<file path="src/sv/kbr_pkg.sv">
// Shared types and constants for the keyboard report builder.
package kbr_pkg;

   localparam int SLOT_COUNT_DEF   = 6;
   localparam int BITMAP_BYTES_DEF = 32;

   // Widest store address; the store uses as many low bits as its depth needs.
   localparam int ADDR_W = 5;
   localparam int KEY_W  = 8;

   // Usage codes 0xE0 through 0xE7 share this upper field.
   localparam logic [4:0] MOD_PREFIX = 5'b11100;

   localparam logic KIND_SET   = 1'b0;
   localparam logic KIND_QUERY = 1'b1;

   localparam logic STATUS_DONE = 1'b0;
   localparam logic STATUS_FAIL = 1'b1;

   typedef enum logic [2:0] {
      ST_IDLE,
      ST_DECODE,
      ST_SCAN,
      ST_BYTE,
      ST_DONE
   } seq_state_type;

   typedef struct packed {
      logic              rd_en;
      logic [ADDR_W-1:0] rd_addr;
      logic              wr_en;
      logic [ADDR_W-1:0] wr_addr;
      logic [KEY_W-1:0]  wr_data;
   } store_req_type;

endpackage

</file>
<file path="src/sv/hid_keyboard_report_builder_core.sv">
// Top level of the keyboard report builder: mode register, sequencer and key store.
//
// Each request on the req_ channel either sets a key's pressed state or asks
// whether a key is held. Modifier usages 0xE0..0xE7 live in a modifier byte;
// other nonzero keys go to the key store, read as SLOT_COUNT slots
// (csr_wr_data = 0) or as a key bitmap (csr_wr_data = 1). The user must write
// the mode register with csr_wr_en only while no request is in flight; the
// block itself does not enforce this. One request is handled at a time.
// Keycode zero, a modifier or an out-of-range bitmap key go from decode
// straight to the response; a bitmap key reads its store byte and, for a set,
// writes it back; in slot mode the slot scan reads one store entry per cycle
// until a hit or the last slot. The input is ready again the cycle after the
// response is loaded.
// The response waits in its output register while rsp_ready is low; the next
// request may be accepted and worked on meanwhile, and its response is held
// back until the register is free.
// Reset clears the modifier byte, the mode register and the store's entry
// valid bits, so every key reads as released; no clearing pass is needed.
module hid_keyboard_report_builder_core #(
   parameter int SLOT_COUNT   = kbr_pkg::SLOT_COUNT_DEF,
   parameter int BITMAP_BYTES = kbr_pkg::BITMAP_BYTES_DEF
) (
   input  logic                      clock,
   input  logic                      reset,
   input  logic                      csr_wr_en,
   input  logic                      csr_wr_data,
   input  logic                      req_valid,
   output logic                      req_ready,
   input  logic                      req_kind,
   input  logic                      req_pressed,
   input  logic [kbr_pkg::KEY_W-1:0] req_keycode,
   output logic                      rsp_valid,
   input  logic                      rsp_ready,
   output logic                      rsp_status,
   output logic                      rsp_key_down,
   output logic [kbr_pkg::KEY_W-1:0] rsp_modifier_byte
);
   import kbr_pkg::*;

   logic             nkro_mode_ff, nkro_mode_in;
   store_req_type    store_req;
   logic [KEY_W-1:0] rd_data;

   assign nkro_mode_in = csr_wr_en ? csr_wr_data : nkro_mode_ff;

   always_ff @(posedge clock) begin
      if (reset) begin
         nkro_mode_ff <= 1'b0;
      end else begin
         nkro_mode_ff <= nkro_mode_in;
      end
   end

   kbr_seq #(
      .SLOT_COUNT   (SLOT_COUNT),
      .BITMAP_BYTES (BITMAP_BYTES)
   ) u_seq (
      .clock             (clock),
      .reset             (reset),
      .nkro_mode         (nkro_mode_ff),
      .req_valid         (req_valid),
      .req_ready         (req_ready),
      .req_kind          (req_kind),
      .req_pressed       (req_pressed),
      .req_keycode       (req_keycode),
      .rd_data           (rd_data),
      .store_req         (store_req),
      .rsp_valid         (rsp_valid),
      .rsp_ready         (rsp_ready),
      .rsp_status        (rsp_status),
      .rsp_key_down      (rsp_key_down),
      .rsp_modifier_byte (rsp_modifier_byte)
   );

   kbr_store #(
      .DEPTH (BITMAP_BYTES)
   ) u_store (
      .clock     (clock),
      .reset     (reset),
      .store_req (store_req),
      .rd_data   (rd_data)
   );

   // A request is worked on alone: no second acceptance right after one.
   assert property (@(posedge clock) disable iff (reset)
      (req_valid && req_ready) |=> !req_ready)
      else $error("request accepted while another was in flight");

   // A key can only be reported held when the lookup succeeded.
   assert property (@(posedge clock) disable iff (reset)
      (rsp_valid && rsp_key_down) |-> (rsp_status == STATUS_DONE))
      else $error("key reported held with a failing status");

   // The store is never written while the block waits for a request.
   assert property (@(posedge clock) disable iff (reset)
      store_req.wr_en |-> !req_ready)
      else $error("store write while idle");

   // Store reads and writes never target the same cycle's pair of ports.
   assert property (@(posedge clock) disable iff (reset)
      !(store_req.wr_en && store_req.rd_en))
      else $error("store read and write in the same cycle");

endmodule

</file>
<file path="src/sv/kbr_store.sv">
// Key store: slot bytes or key bitmap, one read and one write port per cycle.
module kbr_store #(
   parameter int DEPTH = kbr_pkg::BITMAP_BYTES_DEF
) (
   input  logic                  clock,
   input  logic                  reset,
   input  kbr_pkg::store_req_type store_req,
   output logic [kbr_pkg::KEY_W-1:0] rd_data
);
   import kbr_pkg::*;

   localparam int AW = $clog2(DEPTH);

   logic [KEY_W-1:0] mem [DEPTH];
   logic [DEPTH-1:0] valid_ff;
   logic [KEY_W-1:0] rd_data_ff;
   logic             rd_valid_ff;

   always_ff @(posedge clock) begin
      if (store_req.wr_en) begin
         mem[store_req.wr_addr[AW-1:0]] <= store_req.wr_data;
      end
      if (store_req.rd_en) begin
         rd_data_ff <= mem[store_req.rd_addr[AW-1:0]];
      end
   end

   // An entry that was never written since reset reads as zero.
   always_ff @(posedge clock) begin
      if (reset) begin
         valid_ff    <= '0;
         rd_valid_ff <= 1'b0;
      end else begin
         if (store_req.wr_en) begin
            valid_ff[store_req.wr_addr[AW-1:0]] <= 1'b1;
         end
         if (store_req.rd_en) begin
            rd_valid_ff <= valid_ff[store_req.rd_addr[AW-1:0]];
         end
      end
   end

   assign rd_data = rd_valid_ff ? rd_data_ff : '0;

endmodule

</file>
<file path="src/sv/kbr_seq.sv">
// Request sequencer: decodes a key event, scans or updates the store, builds the response.
module kbr_seq #(
   parameter int SLOT_COUNT   = kbr_pkg::SLOT_COUNT_DEF,
   parameter int BITMAP_BYTES = kbr_pkg::BITMAP_BYTES_DEF
) (
   input  logic                      clock,
   input  logic                      reset,
   input  logic                      nkro_mode,
   input  logic                      req_valid,
   output logic                      req_ready,
   input  logic                      req_kind,
   input  logic                      req_pressed,
   input  logic [kbr_pkg::KEY_W-1:0] req_keycode,
   input  logic [kbr_pkg::KEY_W-1:0] rd_data,
   output kbr_pkg::store_req_type    store_req,
   output logic                      rsp_valid,
   input  logic                      rsp_ready,
   output logic                      rsp_status,
   output logic                      rsp_key_down,
   output logic [kbr_pkg::KEY_W-1:0] rsp_modifier_byte
);
   import kbr_pkg::*;

   localparam int SW = $clog2(SLOT_COUNT + 1);

   seq_state_type     state_ff, state_in;
   logic              kind_ff, kind_in;
   logic              pressed_ff, pressed_in;
   logic [KEY_W-1:0]  key_ff, key_in;
   logic [KEY_W-1:0]  mod_ff, mod_in;
   logic [SW-1:0]     idx_ff, idx_in;
   logic              cmp_vld_ff, cmp_vld_in;
   logic [ADDR_W-1:0] cmp_addr_ff, cmp_addr_in;
   logic              status_ff, status_in;
   logic              down_ff, down_in;
   logic              rsp_valid_ff, rsp_valid_in;
   logic              rsp_status_ff, rsp_status_in;
   logic              rsp_key_down_ff, rsp_key_down_in;
   logic [KEY_W-1:0]  rsp_modifier_byte_ff, rsp_modifier_byte_in;

   logic             is_zero;
   logic             is_mod;
   logic [KEY_W-1:0] key_bit;
   logic [4:0]       byte_idx;
   logic             byte_oob;
   logic [KEY_W-1:0] slot_target;
   logic             slot_hit;
   logic             scan_last;
   logic             issue;
   logic             out_free;

   assign is_zero   = (key_ff == '0);
   assign is_mod    = (key_ff[7:3] == MOD_PREFIX);
   assign key_bit   = KEY_W'(1) << key_ff[2:0];
   assign byte_idx  = key_ff[7:3];
   assign byte_oob  = ({1'b0, byte_idx} >= 6'(BITMAP_BYTES));
   // A press looks for an empty slot; release and query look for the key itself.
   assign slot_target = (kind_ff == KIND_SET && pressed_ff) ? '0 : key_ff;
   assign slot_hit  = cmp_vld_ff && (rd_data == slot_target);
   assign scan_last = cmp_vld_ff && (idx_ff == SW'(SLOT_COUNT));
   assign issue     = (state_ff == ST_SCAN) && (idx_ff < SW'(SLOT_COUNT)) && !slot_hit;
   assign out_free  = !rsp_valid_ff || rsp_ready;

   always_comb begin
      state_in = state_ff;
      case (state_ff)
         ST_IDLE: begin
            if (req_valid) state_in = ST_DECODE;
         end
         ST_DECODE: begin
            if (is_zero || is_mod || (nkro_mode && byte_oob)) begin
               state_in = ST_DONE;
            end else if (nkro_mode) begin
               state_in = ST_BYTE;
            end else begin
               state_in = ST_SCAN;
            end
         end
         ST_SCAN: begin
            if (slot_hit || scan_last) state_in = ST_DONE;
         end
         ST_BYTE: begin
            state_in = ST_DONE;
         end
         ST_DONE: begin
            if (out_free) state_in = ST_IDLE;
         end
         default: begin
            state_in = ST_IDLE;
         end
      endcase
   end

   always_comb begin
      kind_in              = kind_ff;
      pressed_in           = pressed_ff;
      key_in               = key_ff;
      mod_in               = mod_ff;
      idx_in               = idx_ff;
      cmp_vld_in           = 1'b0;
      cmp_addr_in          = cmp_addr_ff;
      status_in            = status_ff;
      down_in              = down_ff;
      rsp_valid_in         = rsp_valid_ff && !rsp_ready;
      rsp_status_in        = rsp_status_ff;
      rsp_key_down_in      = rsp_key_down_ff;
      rsp_modifier_byte_in = rsp_modifier_byte_ff;
      store_req            = '0;
      req_ready            = 1'b0;
      case (state_ff)
         ST_IDLE: begin
            req_ready = 1'b1;
            if (req_valid) begin
               kind_in    = req_kind;
               pressed_in = req_pressed;
               key_in     = req_keycode;
            end
         end
         ST_DECODE: begin
            idx_in = '0;
            if (is_zero) begin
               status_in = STATUS_FAIL;
               down_in   = 1'b0;
            end else if (is_mod) begin
               status_in = STATUS_DONE;
               if (kind_ff == KIND_QUERY) begin
                  down_in = |(mod_ff & key_bit);
               end else begin
                  down_in = 1'b0;
                  mod_in  = pressed_ff ? (mod_ff | key_bit) : (mod_ff & ~key_bit);
               end
            end else if (nkro_mode) begin
               if (byte_oob) begin
                  status_in = STATUS_FAIL;
                  down_in   = 1'b0;
               end else begin
                  store_req.rd_en   = 1'b1;
                  store_req.rd_addr = ADDR_W'(byte_idx);
               end
            end
         end
         ST_SCAN: begin
            // Reads are issued one slot ahead of the compare.
            cmp_vld_in = issue;
            if (issue) begin
               store_req.rd_en   = 1'b1;
               store_req.rd_addr = ADDR_W'(idx_ff);
               cmp_addr_in       = ADDR_W'(idx_ff);
               idx_in            = idx_ff + SW'(1);
            end
            if (slot_hit) begin
               status_in = STATUS_DONE;
               down_in   = (kind_ff == KIND_QUERY);
               if (kind_ff == KIND_SET) begin
                  store_req.wr_en   = 1'b1;
                  store_req.wr_addr = cmp_addr_ff;
                  store_req.wr_data = pressed_ff ? key_ff : '0;
               end
            end else if (scan_last) begin
               status_in = (kind_ff == KIND_QUERY) ? STATUS_DONE : STATUS_FAIL;
               down_in   = 1'b0;
            end
         end
         ST_BYTE: begin
            status_in = STATUS_DONE;
            if (kind_ff == KIND_QUERY) begin
               down_in = |(rd_data & key_bit);
            end else begin
               down_in           = 1'b0;
               store_req.wr_en   = 1'b1;
               store_req.wr_addr = ADDR_W'(byte_idx);
               store_req.wr_data = pressed_ff ? (rd_data | key_bit) : (rd_data & ~key_bit);
            end
         end
         ST_DONE: begin
            if (out_free) begin
               rsp_valid_in         = 1'b1;
               rsp_status_in        = status_ff;
               rsp_key_down_in      = down_ff;
               rsp_modifier_byte_in = mod_ff;
            end
         end
         default: begin
         end
      endcase
   end

   always_ff @(posedge clock) begin
      if (reset) begin
         state_ff     <= ST_IDLE;
         mod_ff       <= '0;
         cmp_vld_ff   <= 1'b0;
         rsp_valid_ff <= 1'b0;
      end else begin
         state_ff     <= state_in;
         mod_ff       <= mod_in;
         cmp_vld_ff   <= cmp_vld_in;
         rsp_valid_ff <= rsp_valid_in;
      end
   end

   always_ff @(posedge clock) begin
      kind_ff              <= kind_in;
      pressed_ff           <= pressed_in;
      key_ff               <= key_in;
      idx_ff               <= idx_in;
      cmp_addr_ff          <= cmp_addr_in;
      status_ff            <= status_in;
      down_ff              <= down_in;
      rsp_status_ff        <= rsp_status_in;
      rsp_key_down_ff      <= rsp_key_down_in;
      rsp_modifier_byte_ff <= rsp_modifier_byte_in;
   end

   assign rsp_valid         = rsp_valid_ff;
   assign rsp_status        = rsp_status_ff;
   assign rsp_key_down      = rsp_key_down_ff;
   assign rsp_modifier_byte = rsp_modifier_byte_ff;

endmodule

</file>
<file path="config.mk">
export PLATFORM = sky130hd
export DESIGN_NAME = hid_keyboard_report_builder_core
export DESIGN_NICKNAME = d
export VERILOG_FILES = /design/src/sv/kbr_pkg.sv /design/src/sv/hid_keyboard_report_builder_core.sv /design/src/sv/kbr_store.sv /design/src/sv/kbr_seq.sv
export SDC_FILE = /design/constraint.sdc
export NUM_CORES = 1
export LEC_CHECK = 0
export BUFFER_PORTS_ARGS = -buffer_cell sky130_fd_sc_hd__buf_2
export CAP_MARGIN = 20
export CELL_PAD_IN_SITES_DETAIL_PLACEMENT = 1
export CELL_PAD_IN_SITES_GLOBAL_PLACEMENT = 2
export CORE_AREA = 4 4 175 177
export CTS_BUF_LIST = sky130_fd_sc_hd__clkbuf_2
export CTS_CLUSTER_SIZE = 14
export DETAILED_ROUTE_END_ITERATION = 10
export DIE_AREA = 0 0 179 181
export GPL_ROUTABILITY_DRIVEN = 0
export PLACE_DENSITY_LB_ADDON = 0.1
export SLEW_MARGIN = 20
export SYNTH_ARGS = -nofsm -noshare
export SYNTH_HDL_FRONTEND = slang
export SYNTH_SLANG_ARGS = --single-unit
</file>
<file path="constraint.sdc">
create_clock -name clock -period 10.88 [get_ports clock]
set_clock_uncertainty 0.15 [all_clocks]
set_input_delay 1.088 -clock clock [delete_from_list [all_inputs] [get_ports clock]]
set_output_delay 1.088 -clock clock [all_outputs]
set_load 0.01 [all_outputs]
</file>
== Yosys cells after proc, flatten, opt, wreduce, memory -nomap -nowiden ==
Memories as Yosys holds them, arrays and structs flattened. A register that Yosys moved wholly into a read port is not among the register bits.
Index checks and enable logic that the tools add are counted.
Operators by class
  shift operators: 1
  reductions and logical operators: 27
  bitwise gates (word level): 11
  magnitude comparators: 4
  add/sub/neg operators: 1
  multiplexer cells: 44
  eq/ne operators: 13
Operators by type and width (count)
  $mux W14: 3
  $mux W8: 5
  $and A8 B8 Y8: 4
  $or A32 B32 Y32: 1
  $pmux W14 S2: 1
  $mux W6: 4
  $mux W1: 19
  $or A8 B8 Y8: 2
  $reduce_or A8 Y1: 2
  $mux W3: 5
  $pmux W3 S5: 1
  $lt A5 B6 Y1 const B: 2
  $pmux W6 S2: 1
  $eq A8 B8 Y1: 1
  $logic_not A8 Y1: 1
  $not A8 Y8: 1
  $reduce_and A2 Y1: 4
  $shl A1 B3 Y8 const A: 1
  $logic_and A1 B1 Y1: 7
  $eq A3 B2 Y1 const B: 2
  $eq A3 B3 Y1 const B: 2
  $ne A3 B1 Y1 const B: 2
  $pmux W1 S3: 2
  $pmux W3 S2: 1
  other kinds (18): 27
Word-level totals
  word-level logic and storage cells: 119
  register bits: 75
  memories kept: 1
  RAM bits: 256
  output and inout port bits: 12
  bits of input ports: 16
Memory list
  u_store.mem: depth 32, width 8, rd ports 1, clocked after memory_dff 1, wr ports 1, RTL line kbr_store.sv:14  | logic [KEY_W-1:0] mem [DEPTH];

== Depth between registers and ports, before layout ==
  depth after elaboration: 12
  gate-level depth with buffers: 14
  mapped depth without buffers: 11

== Modules after synthesis ==
From an unflattened synthesis, not the netlist that was laid out.
Second synthesis, totals
  cell total of the unflattened synthesis: 818
  area, all modules: 13827.0 µm²
Modules (own cells, without submodules)
  kbr_store: sequential area each 8588.2 µm², instances 1, cells each 571, area each 11419.7 µm²
  kbr_seq: sequential area each 1101.1 µm², instances 1, cells each 244, area each 2373.5 µm²
  hid_keyboard_report_builder_core: sequential area each 20.0 µm², instances 1, cells each 3, area each 33.8 µm²

== Worst setup path before layout ==
Ideal clock, no wire load.
  path type: flip-flop to flip-flop
  start: reg u_store.rd_valid_ff
  end: mem u_store.mem[0][1], data pin
  buffers on the path: 2
  arrival time: 3.538 ns
  path slack: 6.738 ns
  setup time: 0.454 ns
  data required time: 10.276 ns
  cell stages (with the launch flop): 11
  period minus slack after synthesis: 4.142 ns
  cell sequence: dfxtp_1 -> buf_2 -> and2_4 -> a2111oi_4 -> a311oi_2 -> o32ai_4 -> nand2_1 -> nor3_2 -> clkbuf_1 -> a22oi_1 -> o21ai_0
RTL lines
  start, declared: RTL line kbr_store.sv:17  | logic rd_valid_ff;
  start signal, assigned: RTL line kbr_store.sv:38  | rd_valid_ff <= valid_ff[store_req.rd_addr[AW-1:0]];
  end, declared: RTL line kbr_store.sv:14

== Final worst setup path ==
  start: reg u_seq.key_ff[5]
  end: mem u_store.mem[24][5], enable pin
On the way
  cells in the longest elaborated chain, start to end: 7
  elaborated cells between the ends (all ways): 8
  those cells by class: 1 x eq/ne; 6 x mux; 1 x reduce/logical
Ends and longest elaborated chain
  start, declared: RTL line kbr_seq.sv:29  | logic [KEY_W-1:0] key_ff, key_in;
  start signal, assigned: RTL line kbr_seq.sv:205  | key_ff <= key_in;
  $mux W8: RTL line kbr_seq.sv:58  | assign slot_target = (kind_ff == KIND_SET && pressed_ff) ? '0 : key_ff;
  $eq A8 B8 Y1: RTL line kbr_seq.sv:59  | assign slot_hit = cmp_vld_ff && (rd_data == slot_target);
  $logic_and A1 B1 Y1: RTL line kbr_seq.sv:59
  $mux W14: RTL line kbr_seq.sv:151  | if (slot_hit) begin
  $pmux W14 S2 *: RTL line kbr_seq.sv:110  | case (state_ff)
  $mux W1: RTL line kbr_store.sv:20  | if (store_req.wr_en) begin
  $mux W1 (not written as such): RTL line kbr_store.sv:21  | mem[store_req.wr_addr[AW-1:0]] <= store_req.wr_data;
Every way passes the cells marked *; elsewhere a longest branch is shown, timed or not.

==> flow_summary_export.csv <==
group,metric,value,unit
route,drt_iter0_drc,916,
cells_and_area,stdcell_area,0.0157,sq mm
worst_setup_path,cp-start-kind,"flip-flop",
route,vias,10090,
synthesis,synth_edf_count,292,
floorplan,start_util,49.4,%
synthesis,synth_warnings,0,
sta,final_hold_viol_count,0,
worst_setup_path,crit_type,"reg2reg",
cells_and_area,final_core_util,53.8,%
worst_setup_path,required,11.21,ns
power,ir_drop,0.0941,mV
placement,post-place-ws,5.66,ns
route,drtAntennaViolNets,0,
floorplan,dieArea,0.0324,sq mm
sta,slew_headroom,20.1,%
synthesis,avgSynthCellArea,12.7,sq um
global_route,grt_usage,26.8,%
synthesis,syn-cell-area,0.0144,sq mm
placement,place_inst,1488,
cells_and_area,fin_cells,1636,
power,total_leakage_power,4.74,nW
clock_network,holdBufCountCts,0,
global_route,grt_pass1_vias,10429,
global_route,grt-ovfl-total,0,
sta,final.min_clock_period,5.33,ns
route,first_pass_iters,6,
global_route,grt_start_max_net_pins,84,
clock_network,clkTransAtPathRegs,0.10,ns
clock_network,clock_latency,0.91,ns
synthesis,syn_inst,1136,
clock_network,cts_tree,"yes",
worst_setup_path,max_stage_delay,1.05,ns
clock_network,ctsResizeCount,0,
route,wl,43.2,mm
synthesis,yosysSeqAreaShare,67.3,%
worst_setup_path,arrival,5.66,ns
cells_and_area,finalNetCount,1202,
power,cellPowerDensity,186,mW/mm^2
route,wire_per_inst,26.4,um
cells_and_area,area_growth,8.91,%
clock_network,cts_buffers,84,
clock_network,htreeDepth,3,
min_path,hp-class,"in2reg",
clock_network,cts_sinks,339,
floorplan,fp.dieW,179,um
placement,postPlaceCellArea,0.0150,sq mm
sta,worst_slack,5.55,ns
clock_network,clock_path_buffers,3,
worst_setup_path,endpoint_kind,"flip-flop",
route,via_per_inst,6.17,
synthesis,synth_ff_type,"edfxtp_1",
job,cap_violations,0,
power,power,2.92,mW
synthesis,async_flop_share,0,%
sta,final_max_slew_viol_count,0,
worst_setup_path,crit_path_cell_trace,"inv_1 -> nor4_1 -> a311oi_2 -> o32ai_4 -> nand2_1 -> nor3_2 -> o211ai_1 -> nor2_1",
clock_network,cts.root.buffer_cell,"clkbuf_2",
floorplan,die_y,181,um
synthesis,synth_nets,1154,
floorplan,design.portCount,28,
sta,rsz0062_at_grt,"no",
worst_setup_path,cp_max_fo,15,
placement,portBuffers,27,
outcome,status,"completed",
sta,worst-slew-pin-transition,1.19,ns
floorplan,core,0.0292,sq mm
synthesis,synth.distinct_cells,59,
worst_setup_path,cp_slowest_cell,"nor2_1",
global_route,grt_pass1_wl,64.7,mm
clock_network,post_cts_buffers,0,
sta,whs,0.200,ns
sta,setup_viol,0,
cells_and_area,drive_above_1_share,17.0,%
global_route,antenna_found_initial,3,
floorplan,core.rowCount,63,
placement,hpwlAfterDp,26.7,mm
sta,tns,0,ns
synthesis,synth-seq-cells,339,
sta,max_freq,188,MHz
sta,period_share,49.0,%
worst_setup_path,reg2reg_slack,5.55,ns
route,drc,0,
==> flip-flops by register name, indices dropped and copies added, names as in the netlist, named ones only <==
name,flops
u_seq.state_ff,3
u_seq.cmp_vld_ff,1
u_seq.down_ff,1
u_seq.cmp_addr_ff,3
u_store.rd_valid_ff,1
u_seq.rsp_key_down,1
nkro_mode_ff,1
u_store.valid_ff,32
u_seq.rsp_modifier_byte,8
u_seq.pressed_ff,1
u_seq.rsp_status,1
u_store.rd_data_ff,8
u_seq.key_ff,8
u_seq.status_ff,1
u_store.mem,256
u_seq.idx_ff,3
u_seq.kind_ff,1
u_seq.rsp_valid,1
==> per-layer routing <==
metal	part of all wire, %	up-vias	wire, um	track usage, %
li1	-	4544	-	-
met1	43	5103	18600	37.7
met2	47	368	20500	41.9
met3	7.0	75	3010	5.34
met4	2.7	0	1180	9.18
met5	0	-	0	0
==> critical path: cells and delay by family (launching register included) <==
family          cells  cell delay (ns)
compound gates      3             1.17
flops               1             0.69
buf+inv             1             0.28
simple gates        4             2.60
==> cell type report <==
class | count | area, sq um
inverter | 10 | 37.5
fill | 3030 | 13500
clock inverter | 21 | 125
antenna | 1 | 2.50
clock buffer | 126 | 631
multi-input combinational | 703 | 4450
sequential | 339 | 9710
tap | 390 | 488
timing repair buffer | 46 | 278
==> layout by cell type, fill, tap and decap left out, drive strengths merged, types with 3 or more instances in the layout <==
master and instances:
a31oi 38, nor4 10, a22o 4, o221ai 3, clkinv 15, and2 8, a32oi 3, nand3b 3
nor2 108, a21o 3, a32o 6, nand4 5, o22ai 3, a21oi 33, o21ai 20, nor3b 5
nand2 111, or3 6, nand2b 7, inv 14, nor3 9, a22oi 10, dfxtp 47, clkbuf 126
edfxtp 292, buf 46, nand3 22, mux2i 42, a211oi 133, o21ba 5, nor2b 4, and3 71
o32ai 4
==> logic make-up (layout without fill, tap and decap cells) <==
family	after synthesis	count (layout)	synth area share (%)
simple gates	375	375	12.4
flops	339	339	67.3
fa+ha+maj	2	2	0.173
xor+xnor	2	2	0.121
buf+inv	94	203	2.76
other cells	0	1	0
compound gates	282	282	14.4
mux	42	42	2.91
==> power by group <==
part | leakage, nW | switching, mW | total, mW | internal [mW]
sequential | 2.57 | 0.0894 | 1.55 | 1.46
clock | 0.581 | 0.513 | 0.847 | 0.334
combinational | 1.59 | 0.359 | 0.525 | 0.166
==> synth_stat cells (3+ instances only) <==
master	instances	area, sq um
edfxtp_1	292	8770
a211oi_1	133	998
nand2_1	110	413
nor2_1	107	402
and3_1	71	444
clkbuf_1	49	184
dfxtp_1	47	941
mux2i_1	42	420
a31oi_1	38	238
a21oi_1	33	165
buf_2	28	140
nand3_1	22	110
o21ai_0	18	90.1
a22oi_1	10	75.1
inv_1	10	37.5
nor4_1	10	62.6
nor3_1	8	40.0
and2_1	7	43.8
nand2b_1	7	43.8
a32o_1	6	60.1
or3_1	6	37.5
nand4_1	5	31.3
nor3b_1	5	37.5
a22o_1	4	35.0
buf_1	4	15.0
nor2b_1	4	25.0
o21ba_2	4	40.0
a21o_1	3	22.5
a32oi_1	3	26.3
buf_4	3	22.5
nand3b_1	3	22.5
o221ai_1	3	26.3
o22ai_1	3	18.8
o32ai_1	3	26.3
==> path summary, 6_finish.rpt <==
kind,start,endpoint,cells after the start
max,u_seq.key_ff[5],u_store.mem[24][5],8
min,req_keycode[1],u_seq.key_ff[1],1
max reg2reg,u_seq.key_ff[5],u_store.mem[24][5],8
min reg2reg,u_seq.down_ff,u_seq.rsp_key_down,0
Note: power is estimated with default switching activity, not from simulation.
